File: config.mk
export PLATFORM = sky130hd
export DESIGN_NAME = wsar_dist
export DESIGN_NICKNAME = d
export VERILOG_FILES = /design/src/rtl/core/wsar_pkg.sv /design/src/rtl/core/wsar_dist.sv
export SDC_FILE = /design/constraint.sdc
export NUM_CORES = 1
export LEC_CHECK = 0
export BUFFER_PORTS_ARGS = -buffer_cell sky130_fd_sc_hd__buf_2
export CAP_MARGIN = 0
export CELL_PAD_IN_SITES_DETAIL_PLACEMENT = 1
export CELL_PAD_IN_SITES_GLOBAL_PLACEMENT = 2
export CORE_MARGIN = 3
export CORE_UTILIZATION = 37
export DETAILED_ROUTE_END_ITERATION = 16
export MAX_ROUTING_LAYER = met4
export PLACE_DENSITY = 0.9
export SLEW_MARGIN = 20
export SYNTH_ARGS = -nofsm -noshare
export SYNTH_HDL_FRONTEND = slang
export SYNTH_SLANG_ARGS = --single-unit
File: constraint.sdc
create_clock -name clk -period 6.1 [get_ports clk]
set_input_delay 0.305 -clock clk [delete_from_list [all_inputs] [get_ports clk]]
set_output_delay 0.305 -clock clk [all_outputs]
set_load 0.005 [all_outputs]
File: src/rtl/core/wsar_pkg.sv
// shared types, constants and reset values for the waypoint sequencer
package wsar_pkg;

	// parameter defaults
	localparam int MAX_POINTS_DEF = 128;
	localparam int COORD_BITS_DEF = 24;

	// fixed field widths
	localparam int IDX_W    = 8;
	localparam int SLOT_W   = 7;
	localparam int RADIUS_W = 16;
	localparam int RSQ_W    = 2 * RADIUS_W;
	localparam int CNT_W    = 32;
	localparam int DATA_W   = 32;
	localparam int ADDR_W   = 4;
	localparam int REG_LSB  = 2;

	// register indexes
	localparam logic [ADDR_W-REG_LSB-1:0] REG_RADIUS   = 2'd0;
	localparam logic [ADDR_W-REG_LSB-1:0] REG_WARMUP   = 2'd1;
	localparam logic [ADDR_W-REG_LSB-1:0] REG_PATH_LEN = 2'd2;

	// register reset values
	localparam logic [RADIUS_W-1:0] RADIUS_RST   = 16'd1280;
	localparam logic [RSQ_W-1:0]    RSQ_RST      = 32'd1638400;
	localparam logic [IDX_W-1:0]    WARMUP_RST   = 8'd21;
	localparam logic [IDX_W-1:0]    PATH_LEN_RST = 8'd100;

	// operation codes
	localparam logic OP_LOAD = 1'b0;
	localparam logic OP_TICK = 1'b1;

	// configuration as seen by the datapath
	typedef struct packed {
		logic [RADIUS_W-1:0] radius;
		logic [RSQ_W-1:0]    radius_sq;
		logic [IDX_W-1:0]    warmup;
		logic [IDX_W-1:0]    path_len;
	} cfg_t;

endpackage

File: src/rtl/core/wsar_dist.sv
// distance pipeline: difference, square, compare against squared radius
module wsar_dist #(
	parameter int COORD_BITS = wsar_pkg::COORD_BITS_DEF
) (
	input  logic                           clk,
	input  logic                           en_s1,
	input  logic                           en_s2,
	input  logic signed [COORD_BITS-1:0]   goal_n,
	input  logic signed [COORD_BITS-1:0]   goal_e,
	input  logic signed [COORD_BITS-1:0]   pos_n,
	input  logic signed [COORD_BITS-1:0]   pos_e,
	input  logic [wsar_pkg::RSQ_W-1:0]     radius_sq,
	output logic                           in_radius
);

	localparam int RW = wsar_pkg::RADIUS_W;
	localparam int SW = wsar_pkg::RSQ_W;

	logic signed [COORD_BITS:0] dn_full, de_full;
	logic [COORD_BITS:0]        dn_mag, de_mag;
	logic                       far;
	logic [RW-1:0]              dn_s2, de_s2;
	logic                       far_s2, far_s3;
	logic [SW-1:0]              sq_n_s3, sq_e_s3;
	logic [SW:0]                sum;

	// signed differences and their magnitudes
	assign dn_full = {goal_n[COORD_BITS-1], goal_n} - {pos_n[COORD_BITS-1], pos_n};
	assign de_full = {goal_e[COORD_BITS-1], goal_e} - {pos_e[COORD_BITS-1], pos_e};
	assign dn_mag  = dn_full[COORD_BITS] ? (COORD_BITS+1)'(-dn_full) : dn_full;
	assign de_mag  = de_full[COORD_BITS] ? (COORD_BITS+1)'(-de_full) : de_full;

	// a component of 2^16 or more lies outside any radius
	assign far = ((dn_mag >> RW) != '0) || ((de_mag >> RW) != '0);

	// stage 2: clipped magnitudes
	always_ff @(posedge clk) begin
		if (en_s1) begin
			dn_s2  <= RW'(dn_mag);
			de_s2  <= RW'(de_mag);
			far_s2 <= far;
		end
	end

	// stage 3: squares
	always_ff @(posedge clk) begin
		if (en_s2) begin
			sq_n_s3 <= dn_s2 * dn_s2;
			sq_e_s3 <= de_s2 * de_s2;
			far_s3  <= far_s2;
		end
	end

	// sum and strict compare
	assign sum       = {1'b0, sq_n_s3} + {1'b0, sq_e_s3};
	assign in_radius = !far_s3 && (sum < {1'b0, radius_sq});

endmodule

==> out/results.ini <==
[run_status]
status = finished with violations
violations = setup timing

[floorplanning]
io_pins = 132
start_util = 0.377
die_w_um = 258
rows = 91
die_area_um2 = 66300
coreArea_um2 = 62200
die_y_um = 258

[worst_setup_path]
worst_path_most_repeated_cell = fa_1
required_ns = 6.23
critPathCaptureType = flop
setup.worst_path.class = flop to flop
critPathMaxStageDelay_ns = 0.55
worst_ep_arrival_time_ns = 6.86
worst_path_max_delay_cell = fa_2
crit_family = adder cells
r2r_setup_slack_ns = -0.64
worst-path-buf-inv = 6
crit_path_start_kind = flop
cp_max_fo = 5

[timing]
skew_ns = 0.0130
period_minus_slack_ns = 6.74
slew_headroom = 0.408
slew_viol_final = 0
fmax_mhz = 148
worst_pin_slew_ns = 0.888
rsz0062_at_grt = true
period_share = 1.10
hold_violations = 0
setup_ws_ns = -0.636
setup_viol = 12

[synth]
seq_area_frac_synth = 0.123
synth_area_um2 = 23400
syn_nets = 3430
syn_area_per_cell_um2 = 8.82
synth_seq_cells = 96
yosys_warnings = 0
synth.distinct_cells = 81
synth_edf_count = 96
yosys_most_used_dff = edfxtp_1
netlist_instances = 2655
synthArstFlopShare = 0

[cells_and_area]
nets = 3771
layout_commonest_cell = inv_1
syn2layout_area_growth_pct = 19.1
instances_no_fill = 3839
fin_area_um2 = 27900
fillers = 7381
final_util = 0.449
layout.cells.most_common_list = inv_1, fa_1, ha_1, buf_4, nand2_1
drive_gt1_frac = 0.189
multi_input_area_um2 = 18600
seq_area_um2 = 2880

[placement]
routabilityCongestion = 0.890
place.detailed.instances = 3769
dpl_cell_area_um2 = 26600
portBuffers = 131
dp_hpwl_mm = 55.8
dp_slack_ns = -0.791

[drt]
drc = 0
dr.pass1.iters = 5
drt-initial-drc-count = 638
vias = 19400
drt-wirelength-per-cell_um = 17.0
vias_per_cell = 5.06
detail-route-antenna-nets = 0
wl_mm = 65.4

[clock_network]
insertion_delay_ns = 0.38
cts_buffer_depth = 2
root_buffer = clkbuf_16
cts_tree = yes
h-tree-depth = 3
ctsHoldBuffers = 0
cts_num_sinks = 96
path_clk_slew_ns = 0.08
numCtsBuffers = 9

[global_route]
grtUsageTotal = 0.204
grt_start_max_net_pins = 64
grt.overflow.total = 0
antenna_found_initial = 1
grt_pass1_wl_mm = 108
grt_pass1_vias = 22100

[job]
drv_cap = 0

[min_path]
holdCritPathClass = primary input to flop

==> cell families (layout without fill, tap and decap cells) <==
kind of cell             count (synthesis)  after routing  synth area share
adder cells (fa/ha/maj)                644            644             0.449
other                                    0              1                 0
multiplexers                             8              8           0.00363
AO/OA/AOI/OAI                          403            403             0.118
flip-flops                              96             96             0.123
buffers and inverters                  675           1021             0.108
XOR/XNOR                               152            152            0.0568
AND/OR/NAND/NOR                        677            677             0.142
==> cell type report <==
type	instances	area share
Antenna cell	1	0.0000897
Multi-Input combinational cell	1884	0.668
Clock buffer	9	0.00807
Sequential cell	96	0.103
Tap cell	837	0.0375
Timing Repair Buffer	391	0.0974
Clock inverter	7	0.00251
Inverter	614	0.0827
==> sequential cells by signal, indices dropped and copies added, names as in the netlist <==
name,count
de_s2,16
dn_s2,16
far_s2,1
far_s3,1
sq_e_s3,31
sq_n_s3,31
==> routing by layer <==
| layer | global-route usage | up-vias | share of wire |
|---|---|---|---|
| met4 | 0.0503 | 0 | 0.022 |
| met5 | - | - | 0 |
| li1 | - | 9252 | - |
| met3 | 0.0176 | 95 | 0.025 |
| met1 | 0.243 | 9824 | 0.43 |
| met2 | 0.371 | 273 | 0.53 |
==> worst paths after layout <==
kind             from          end  depth (start not counted)
min          pos_n[0]     dn_s2[0]                          3
max reg2reg  dn_s2[8]  sq_n_s3[29]                         25
min reg2reg    far_s2       far_s3                          0
max          dn_s2[8]  sq_n_s3[29]                         25
==> what timing repair did <==
item,in CTS,in global routing
buffers inserted,38,19
gates cloned,0,0
gates resized for setup,69,84
pin swaps,42,50
endpoints found under the hold margin,0,0
setup endpoints to repair,20,27
==> Yosys cell counts (all sizes together), types with 21 or more instances <==
cell	n	area (µm²)
inv	614	2300
clkbuf	55	206
nand4	21	131
o21a	22	165
fa	326	6530
and2	90	563
ha	318	3980
nor2	142	533
edfxtp	96	2880
o211ai	22	165
a21o	49	368
nand2	213	800
nor2b	24	150
xor2	54	473
xnor2	98	858
o21ai	63	315
nand2b	21	131
nand3	45	225
a21oi	113	569
nor3	43	220
==> worst min-delay path, delay by kind of cell <==
kind                       cells  cell delay [ns]
adders and majority gates      1             0.16
buffers and inverters          2             0.12
==> through the flow <==
step           hold slack, ns  TNS, ns
6_report                0.362    -4.25
5_1_grt                 0.388    -7.50
4_1_cts                 0.352    -3.96
3_5_place_dp            0.405    -6.66
3_3_place_gp            0.404    -3.45
2_1_floorplan           0.400   -0.699
Power is not shown: default switching activity piles up to over one toggle a cycle in this logic, so the estimate is an artifact.
