`config.mk`:
```
export PLATFORM = sky130hd
export DESIGN_NAME = wsar_cfg
export DESIGN_NICKNAME = d
export VERILOG_FILES = /design/src/rtl/core/wsar_pkg.sv /design/src/rtl/core/wsar_cfg.sv
export SDC_FILE = /design/constraint.sdc
export NUM_CORES = 1
export LEC_CHECK = 0
export ABC_CLOCK_PERIOD_IN_PS = 2050
export BUFFER_PORTS_ARGS = -buffer_cell sky130_fd_sc_hd__buf_2
export CAP_MARGIN = 5
export CORE_ASPECT_RATIO = 0.7
export CORE_UTILIZATION = 35
export CTS_BUF_LIST = sky130_fd_sc_hd__clkbuf_2
export CTS_CLUSTER_SIZE = 8
export DETAILED_ROUTE_END_ITERATION = 8
export GPL_TIMING_DRIVEN = 0
export SYNTH_ARGS = -nofsm -noshare
export SYNTH_HDL_FRONTEND = slang
export SYNTH_SLANG_ARGS = --single-unit
export TNS_END_PERCENT = 10
```
`constraint.sdc`:
```
create_clock -name clk -period 2.05 [get_ports clk]
set_clock_uncertainty 0.2 [all_clocks]
set_input_delay 0.41 -clock clk [delete_from_list [all_inputs] [get_ports clk]]
set_output_delay 0.41 -clock clk [all_outputs]
set_load 0.02 [all_outputs]
```
`src/rtl/core/wsar_pkg.sv`:
```
// shared types, constants and reset values for the waypoint sequencer
package wsar_pkg;

	// parameter defaults
	localparam int MAX_POINTS_DEF = 128;
	localparam int COORD_BITS_DEF = 24;

	// fixed field widths
	localparam int IDX_W    = 8;
	localparam int SLOT_W   = 7;
	localparam int RADIUS_W = 16;
	localparam int RSQ_W    = 2 * RADIUS_W;
	localparam int CNT_W    = 32;
	localparam int DATA_W   = 32;
	localparam int ADDR_W   = 4;
	localparam int REG_LSB  = 2;

	// register indexes
	localparam logic [ADDR_W-REG_LSB-1:0] REG_RADIUS   = 2'd0;
	localparam logic [ADDR_W-REG_LSB-1:0] REG_WARMUP   = 2'd1;
	localparam logic [ADDR_W-REG_LSB-1:0] REG_PATH_LEN = 2'd2;

	// register reset values
	localparam logic [RADIUS_W-1:0] RADIUS_RST   = 16'd1280;
	localparam logic [RSQ_W-1:0]    RSQ_RST      = 32'd1638400;
	localparam logic [IDX_W-1:0]    WARMUP_RST   = 8'd21;
	localparam logic [IDX_W-1:0]    PATH_LEN_RST = 8'd100;

	// operation codes
	localparam logic OP_LOAD = 1'b0;
	localparam logic OP_TICK = 1'b1;

	// configuration as seen by the datapath
	typedef struct packed {
		logic [RADIUS_W-1:0] radius;
		logic [RSQ_W-1:0]    radius_sq;
		logic [IDX_W-1:0]    warmup;
		logic [IDX_W-1:0]    path_len;
	} cfg_t;

endpackage

```
`src/rtl/core/wsar_cfg.sv`:
```
// configuration registers behind the apb-style port
module wsar_cfg (
	input  logic                          clk,
	input  logic                          arst_n,
	input  logic                          psel,
	input  logic                          penable,
	input  logic                          pwrite,
	input  logic [wsar_pkg::ADDR_W-1:0]   paddr,
	input  logic [wsar_pkg::DATA_W-1:0]   pwdata,
	output logic [wsar_pkg::DATA_W-1:0]   prdata,
	output wsar_pkg::cfg_t                cfg
);

	logic                                            wr;
	logic [wsar_pkg::ADDR_W-wsar_pkg::REG_LSB-1:0]   sel;
	logic [wsar_pkg::RADIUS_W-1:0]                   wr_radius;

	assign wr        = psel && penable && pwrite;
	assign sel       = paddr[wsar_pkg::ADDR_W-1:wsar_pkg::REG_LSB];
	assign wr_radius = pwdata[wsar_pkg::RADIUS_W-1:0];

	// register writes; the squared radius is kept alongside the radius
	always_ff @(posedge clk or negedge arst_n) begin
		if (!arst_n) begin
			cfg.radius    <= wsar_pkg::RADIUS_RST;
			cfg.radius_sq <= wsar_pkg::RSQ_RST;
			cfg.warmup    <= wsar_pkg::WARMUP_RST;
			cfg.path_len  <= wsar_pkg::PATH_LEN_RST;
		end else if (wr) begin
			case (sel)
				wsar_pkg::REG_RADIUS: begin
					cfg.radius    <= wr_radius;
					cfg.radius_sq <= wr_radius * wr_radius;
				end
				wsar_pkg::REG_WARMUP: begin
					cfg.warmup <= pwdata[wsar_pkg::IDX_W-1:0];
				end
				wsar_pkg::REG_PATH_LEN: begin
					cfg.path_len <= pwdata[wsar_pkg::IDX_W-1:0];
				end
				default: begin
				end
			endcase
		end
	end

	// read mux
	always_comb begin
		case (sel)
			wsar_pkg::REG_RADIUS:   prdata = wsar_pkg::DATA_W'(cfg.radius);
			wsar_pkg::REG_WARMUP:   prdata = wsar_pkg::DATA_W'(cfg.warmup);
			wsar_pkg::REG_PATH_LEN: prdata = wsar_pkg::DATA_W'(cfg.path_len);
			default:                prdata = '0;
		endcase
	end

endmodule

```
==> results of run 1 <==
==> cells by family (layout without fill, tap and decap cells) <==
group,count (synthesis),count (layout),share of synthesized area
compound gates,152,152,0.09885
flops,62,62,0.1530
fa+ha+maj,264,264,0.4419
mux,25,25,0.02655
xor+xnor,29,29,0.02483
other cells,1,17,0.0003667
buf+inv,309,485,0.1206
simple gates,296,296,0.1338
==> placed cells by master (no fill, tap or decap), types with 9 or more instances in the layout <==
cell           count
inv_1            230
fa_1             151
nand2_1          140
ha_1              85
buf_4             81
buf_2             71
dfrtp_1           51
and2_1            39
o21ai_0           27
nor2_1            26
a21oi_1           20
xnor2_1           18
nand2_2           17
mux2_2            17
o21ai_1           17
conb_1            17
buf_6             16
clkbuf_16         15
inv_2             15
a21o_1            14
ha_4              14
clkbuf_2          12
xor2_1            11
fa_2              11
dfstp_2           11
clkbuf_1          10
nand3_1            9
nand4_1            9
o21a_1             9
a21oi_2            9
dlygate4sd3_1      9
==> stage by stage <==
| stage | setup TNS, ps | utilization | setup slack (ps) |
|---|---|---|---|
| after floorplan | -84370 | - | -3569 |
| after global placement | -133900 | 0.4072 | -4573 |
| after detailed placement | -130350 | 0.4079 | -4615 |
| after CTS | -78030 | 0.4509 | -3305 |
| after global routing | -86280 | 0.4642 | -3439 |
| final | -79980 | 0.4642 | -3344 |
==> layout make-up <==
type | instances | area (sq um)
Multi-Input combinational cell | 783 | 8089
Inverter | 246 | 927.1
Sequential cell | 62 | 1565
Fill cell | 2704 | 15150
Clock inverter | 7 | 88.84
Timing Repair Buffer | 163 | 1224
Tap cell | 371 | 464.2
Buffer | 60 | 719.4
Clock buffer | 9 | 45.04
==> repair_timing <==
item,4_1_cts,5_1_grt
hold endpoints to repair,62,1
endpoints found under the setup margin,59,68
pin swaps,58,44
hold buffers,8,1
gates resized for setup,168,75
gates cloned,0,2
setup buffers,39,13
==> routing by layer <==
metal | vias to the layer above | global-route usage | share of wire
met3 | 33 | 0.04021 | 0.063
met1 | 4199 | 0.3043 | 0.48
met4 | 0 | 0.03419 | 0.013
li1 | 3878 | - | -
met5 | - | 0 | 0
met2 | 239 | 0.3074 | 0.45
==> worst max path at each step <==
stage	startpoint	to	depth (start not counted)
finish	pwdata[1]	cfg[43]	20
global route	pwdata[1]	cfg[43]	23
CTS	pwdata[1]	cfg[43]	23
detailed placement	pwdata[9]	cfg[45]	21
global placement	pwdata[9]	cfg[45]	21
floorplan	pwdata[15]	cfg[44]	21
==> worst min-delay path: stages <==
cell and delay [ps]:
buf_2 130, nor3_2 150, nand4_1 130, nand3_1 80
==> qor.txt, run 1 <==
===============================================================================================
Highest Clock Rate ...............................................................    185.4 MHz
Gate count of the mapped netlist .................................................        1,138
Failing checks ................................................................... design-rule violations, negative setup slack
Kind of start point of the critical path .........................................    input pin
Biggest area contributors in the synthesized netlist ............................. fa_1 (32%), dfrtp_1 (12%), ha_1 (12%), inv_1 (9.0%), nand2_1 (6.0%)
Post-Route Hold Slack ............................................................     59.98 ps
TritonCTS buffer count ...........................................................            9
Relative max-transition margin ...................................................       0.3108
Setup violation total in the final timing report .................................           58
Number of antenna violations at the first check in global routing ................            1
PnR worst setup slack ............................................................     -3344 ps
Clock tree from TritonCTS ........................................................          yes
Non-filler cells in the finished layout ..........................................        1,701
Max H-tree Level .................................................................            3
WHS Path Cells ...................................................................            4
Part of the cycle the worst path needs ...........................................        2.631
Area enclosed by the die boundary ................................................ 0.02992 sq mm
Count of pins on the block boundary ..............................................          137
Final worst path period need .....................................................      5394 ps
Sinks on the clock net ...........................................................           62
Synth Cell Area .................................................................. 0.01023 sq mm
Global-route wire length before repair ...........................................    46,490 um
RSZ-0062 raised after global routing .............................................         true
Dpl cell area .................................................................... 0.01153 sq mm
Horizontal extent of the die .....................................................     206.3 um
Register name with the most flops ................................................          cfg
Post-synth EDFFs .................................................................            0
Total number of nets in the final design .........................................        1,630
Synth unique cells ...............................................................           64
Result of the run ................................................................ finished, violations left
Number of slew-limit violations in the final report ..............................            0
Critical Path, Cell by Cell ...................................................... buf_8, clkbuf_16, clkbuf_16, nand2_2, fa_1, fa_1, inv_1, fa_2, fa_2, fa_1, inv_2, fa_1, inv_2, ha_4, or3_1, o211ai_1, o211ai_2, a21oi_2, nor4_1, or3_1
Endpoint of the lowest-slack register-to-register path ...........................      cfg[43]
Beginning of the worst register-to-register path .................................      cfg[43]
Height of the die ................................................................     145.0 um
Antenna viol nets, final .........................................................            0
1st-pass router iterations .......................................................            7
Total non-filler cell area in the finished layout ................................ 0.01312 sq mm
Maximum capacitance violations ...................................................            0
Data required time of the critical path ..........................................      2420 ps
Leading cell type by number of instances after synthesis .........................        inv_1
Most common cell on crit path ....................................................         fa_1
Number of cells traversed by the worst register-to-register path .................            3
Later-pin clock latency in the skew report .......................................       600 ps
Kind of cell adding the most delay to the critical path ..........................  adder cells
Register area share after synthesis ..............................................       0.1530
Flip-flop and latch count after synthesis ........................................           62
Total congestion overflow after global routing ...................................            0
Registers with the most flip-flops ...............................................      cfg x62
Number of hold violations in the final report ....................................            0
Antenna diodes ...................................................................            0
Area share of the largest cell type after synthesis ..............................       0.3171
Area growth syn-to-layout ........................................................       28.31%
Total Wirelength .................................................................    29,820 um
Fraction of final layout cells with drive strength greater than 1 ................       0.2872
Signal arrival time at the worst endpoint ........................................      5760 ps
Worst reg-to-reg setup slack .....................................................       820 ps
Start-to-end type of the worst setup path ........................................    in -> reg
Area of the core region .......................................................... 0.02827 sq mm
Largest net degree at the start of global routing ................................           63
Buffers and inverters on the worst path ..........................................            6
Floorplan row count ..............................................................           51
Endpoint with the worst hold slack ...............................................      cfg[42]
Path type of the worst min-delay path ............................................    in -> reg
Worst-Margin Slew ................................................................      1028 ps
Via count ........................................................................        8,349
Sort of element at the end of the critical path ..................................    flip-flop
Hold_sp ..........................................................................     paddr[3]
Number of flip-flops under the largest register name .............................           62
Initial Utilization ..............................................................       0.3618
Max Buffers Root-to-Sink .........................................................            2
Fraction of registers with async set/reset .......................................        1.000
Vias/cell ........................................................................        4.908
Number of DRC violations after detailed routing ..................................           20
Mean cell area of the mapped netlist .............................................  8.987 sq um
Hpwl dp ..........................................................................    23,160 um
GPL Wtd Cong .....................................................................       0.8815
Routed length per placed instance ................................................     17.53 um
Most frequently used flop master after synthesis .................................      dfrtp_1
Number of global-route vias before repair ........................................        8,456
CTS root buf .....................................................................     clkbuf_2
Initial detailed-routing violation count .........................................          463
Leading area contributor after synthesis .........................................         fa_1
Critical path's slowest cell .....................................................         fa_1
Maximum fanout count along the critical path .....................................            6
Yosys Warn Count .................................................................            0
Buffers on Ports .................................................................           99
Count of placed standard cells including taps ....................................        1,625
Synth top cells by count ......................................................... inv_1 (246), nand2_1 (164), fa_1 (162)
Global-route usage over all layers ...............................................       0.2042
Clock input transition at the sequential cells of the worst setup and hold paths .       260 ps
Stage delay of the slowest cell on the critical path .............................       570 ps
===============================================================================================
Power of run 1 is not shown: default switching activity piles up to over one toggle a cycle in this logic, so the estimate is an artifact.
==> inputs of run 2 (changes only) <==
Settings changed: REMOVE_ABC_BUFFERS set to 1, TNS_END_PERCENT 10 to 30.
==> run 2 against run 1 <==
  * Critical path depth grew 3
  * Cell count fell by 1.8%
  * Non-clock buffer count fell by 31
  * Design area increased by 1.1%
  * Wire length is 0.40% lower
  * Critical path type unchanged
  * Utilization increased by 0.50 points
  * Highest routed layer unchanged
  * Fmax rose by 2.3%
  * The flow still finishes with violations (design-rule violations, negative setup slack)
  * Via count down 1.3%
  * Largest cell class unchanged
==> qor.txt, run 2 (synthesis results as in run 1) <==
===============================================================================================
Floorplan row count ..............................................................           51
Horizontal extent of the die .....................................................     206.3 um
Routed length per placed instance ................................................     17.77 um
Sort of element at the end of the critical path ..................................    flip-flop
Total Wirelength .................................................................    29,700 um
Clock input transition at the sequential cells of the worst setup and hold paths .       230 ps
Registers with the most flip-flops ...............................................      cfg x62
Via count ........................................................................        8,238
Area enclosed by the die boundary ................................................ 0.02992 sq mm
Count of placed standard cells including taps ....................................        1,565
Max Buffers Root-to-Sink .........................................................            2
RSZ-0062 raised after global routing .............................................         true
Initial detailed-routing violation count .........................................          528
Start-to-end type of the worst setup path ........................................    in -> reg
Register name with the most flops ................................................          cfg
TritonCTS buffer count ...........................................................            9
Final worst path period need .....................................................      5270 ps
Critical Path, Cell by Cell ...................................................... buf_16, and2_4, fa_1, inv_2, fa_1, inv_2, fa_1, inv_1, fa_1, inv_2, fa_1, inv_2, fa_1, inv_2, ha_4, o21ai_4, o21ai_1, o211ai_1, o211ai_4, a21oi_2, buf_4, a2111o_1, o211ai_1
Global-route wire length before repair ...........................................    46,440 um
Number of DRC violations after detailed routing ..................................           12
Number of hold violations in the final report ....................................            0
WHS Path Cells ...................................................................            4
Antenna viol nets, final .........................................................            0
Maximum fanout count along the critical path .....................................            6
Most frequent cells in the layout ................................................ inv_1 (221), fa_1 (155), nand2_1 (144)
Worst-Margin Slew ................................................................     865.9 ps
Signal arrival time at the worst endpoint ........................................      5650 ps
Sinks on the clock net ...........................................................           62
Part of the cycle the worst path needs ...........................................        2.571
Fraction of final layout cells with drive strength greater than 1 ................       0.2972
Number of antenna violations at the first check in global routing ................            1
Area growth syn-to-layout ........................................................       29.68%
Later-pin clock latency in the skew report .......................................       640 ps
Area of the core region .......................................................... 0.02827 sq mm
Data required time of the critical path ..........................................      2430 ps
Sum Neg Setup Slack ..............................................................   -74,160 ps
Post-Route Hold Slack ............................................................     65.83 ps
Max H-tree Level .................................................................            3
Initial Utilization ..............................................................       0.3618
PnR worst setup slack ............................................................     -3220 ps
Hpwl dp ..........................................................................    20,570 um
Non-filler cells in the finished layout ..........................................        1,671
Global-route usage over all layers ...............................................       0.2019
Most common library cell in the layout ignoring fill and taps ....................        inv_1
CTS root buf .....................................................................     clkbuf_2
Endpoint with the worst hold slack ...............................................      cfg[51]
Path type of the worst min-delay path ............................................    in -> reg
Number of flip-flops under the largest register name .............................           62
Highest Clock Rate ...............................................................    189.7 MHz
Relative max-transition margin ...................................................       0.4196
Worst reg-to-reg setup slack .....................................................       510 ps
Hold_sp ..........................................................................    pwdata[3]
GPL Wtd Cong .....................................................................       0.8210
Number of cells traversed by the worst register-to-register path .................            2
Beginning of the worst register-to-register path .................................       cfg[7]
Number of slew-limit violations in the final report ..............................            0
Total congestion overflow after global routing ...................................            0
Finished Core Util ...............................................................       0.4692
Result of the run ................................................................ finished, violations left
Buffers on Ports .................................................................          101
Endpoint of the lowest-slack register-to-register path ...........................       cfg[7]
Total number of nets in the final design .........................................        1,599
Stage delay of the slowest cell on the critical path .............................       530 ps
1st-pass router iterations .......................................................            9
Kind of start point of the critical path .........................................    input pin
Most common cell on crit path ....................................................         fa_1
Setup violation total in the final timing report .................................           36
Vias/cell ........................................................................        4.930
Failing checks ................................................................... design-rule violations, negative setup slack
Number of global-route vias before repair ........................................        8,360
Clock tree from TritonCTS ........................................................          yes
Height of the die ................................................................     145.0 um
Maximum capacitance violations ...................................................            0
Largest net degree at the start of global routing ................................           63
Critical path's slowest cell .....................................................         fa_1
Count of pins on the block boundary ..............................................          137
===============================================================================================
==> run 2: changes by cell type in the layout (fill, tap and decap cells not counted), moves of 6 or more <==
cell	previous run	this run
buf_16	0	12
buf_4	81	68
clkbuf_1	10	0
clkbuf_16	15	1
clkbuf_8	6	0
dlygate4sd3_1	9	16
ha_1	85	79
ha_4	14	20
inv_1	230	221
inv_2	15	22
nor2_1	26	20
==> run 2: area by class of cell <==
type	instances	area, sq um
flip-flops and latches	62	1565
clock buffers	9	45.04
clock inverters	7	106.4
fillers	2648	15010
inverters	246	934.6
diodes	1	2.502
repair buffers	192	1815
multi-input cells	783	8329
well taps	371	464.2
==> run 2: worst max path at each step <==
stage | from | end | cells after the start
after detailed placement | pwdata[13] | cfg[45] | 21
final | pwdata[2] | cfg[47] | 23
after floorplan | pwdata[8] | cfg[43] | 22
after CTS | pwdata[2] | cfg[47] | 23
after global placement | pwdata[13] | cfg[45] | 21
after global routing | pwdata[2] | cfg[47] | 23
==> run 2: per-layer routing <==
layer / global-route usage / wire length [um] / up-vias
met1: 0.3060 / 14400 / 4071
met4: 0.03272 / 503 / 0
li1: - / - / 3821
met3: 0.03953 / 1863 / 52
met5: 0 / 0 / -
met2: 0.2990 / 12930 / 294
==> run 2: what timing repair did <==
action | in CTS | in global routing
buffers inserted | 45 | 21
pin swaps | 69 | 55
endpoints found under the setup margin | 44 | 52
gates cloned | 6 | 1
resized for setup | 225 | 89
endpoints found under the hold margin | 75 | 2
hold buffers | 14 | 2
==> run 2: through the flow <==
step | area, sq um | worst slack, ps
6_report | 13260 | -3220
5_1_grt | 13260 | -3312
3_3_place_gp | 10950 | -4870
3_5_place_dp | 10990 | -4777
2_1_floorplan | 9977 | -3587
4_1_cts | 12670 | -3078
==> run 2: worst max-delay path, delay by kind of cell <==
family | cells | cell delay (ps)
buf+inv | 8 | 580
compound gates | 7 | 1110
fa+ha+maj | 7 | 3380
simple gates | 1 | 160
Power of run 2 is left out for the same reason.
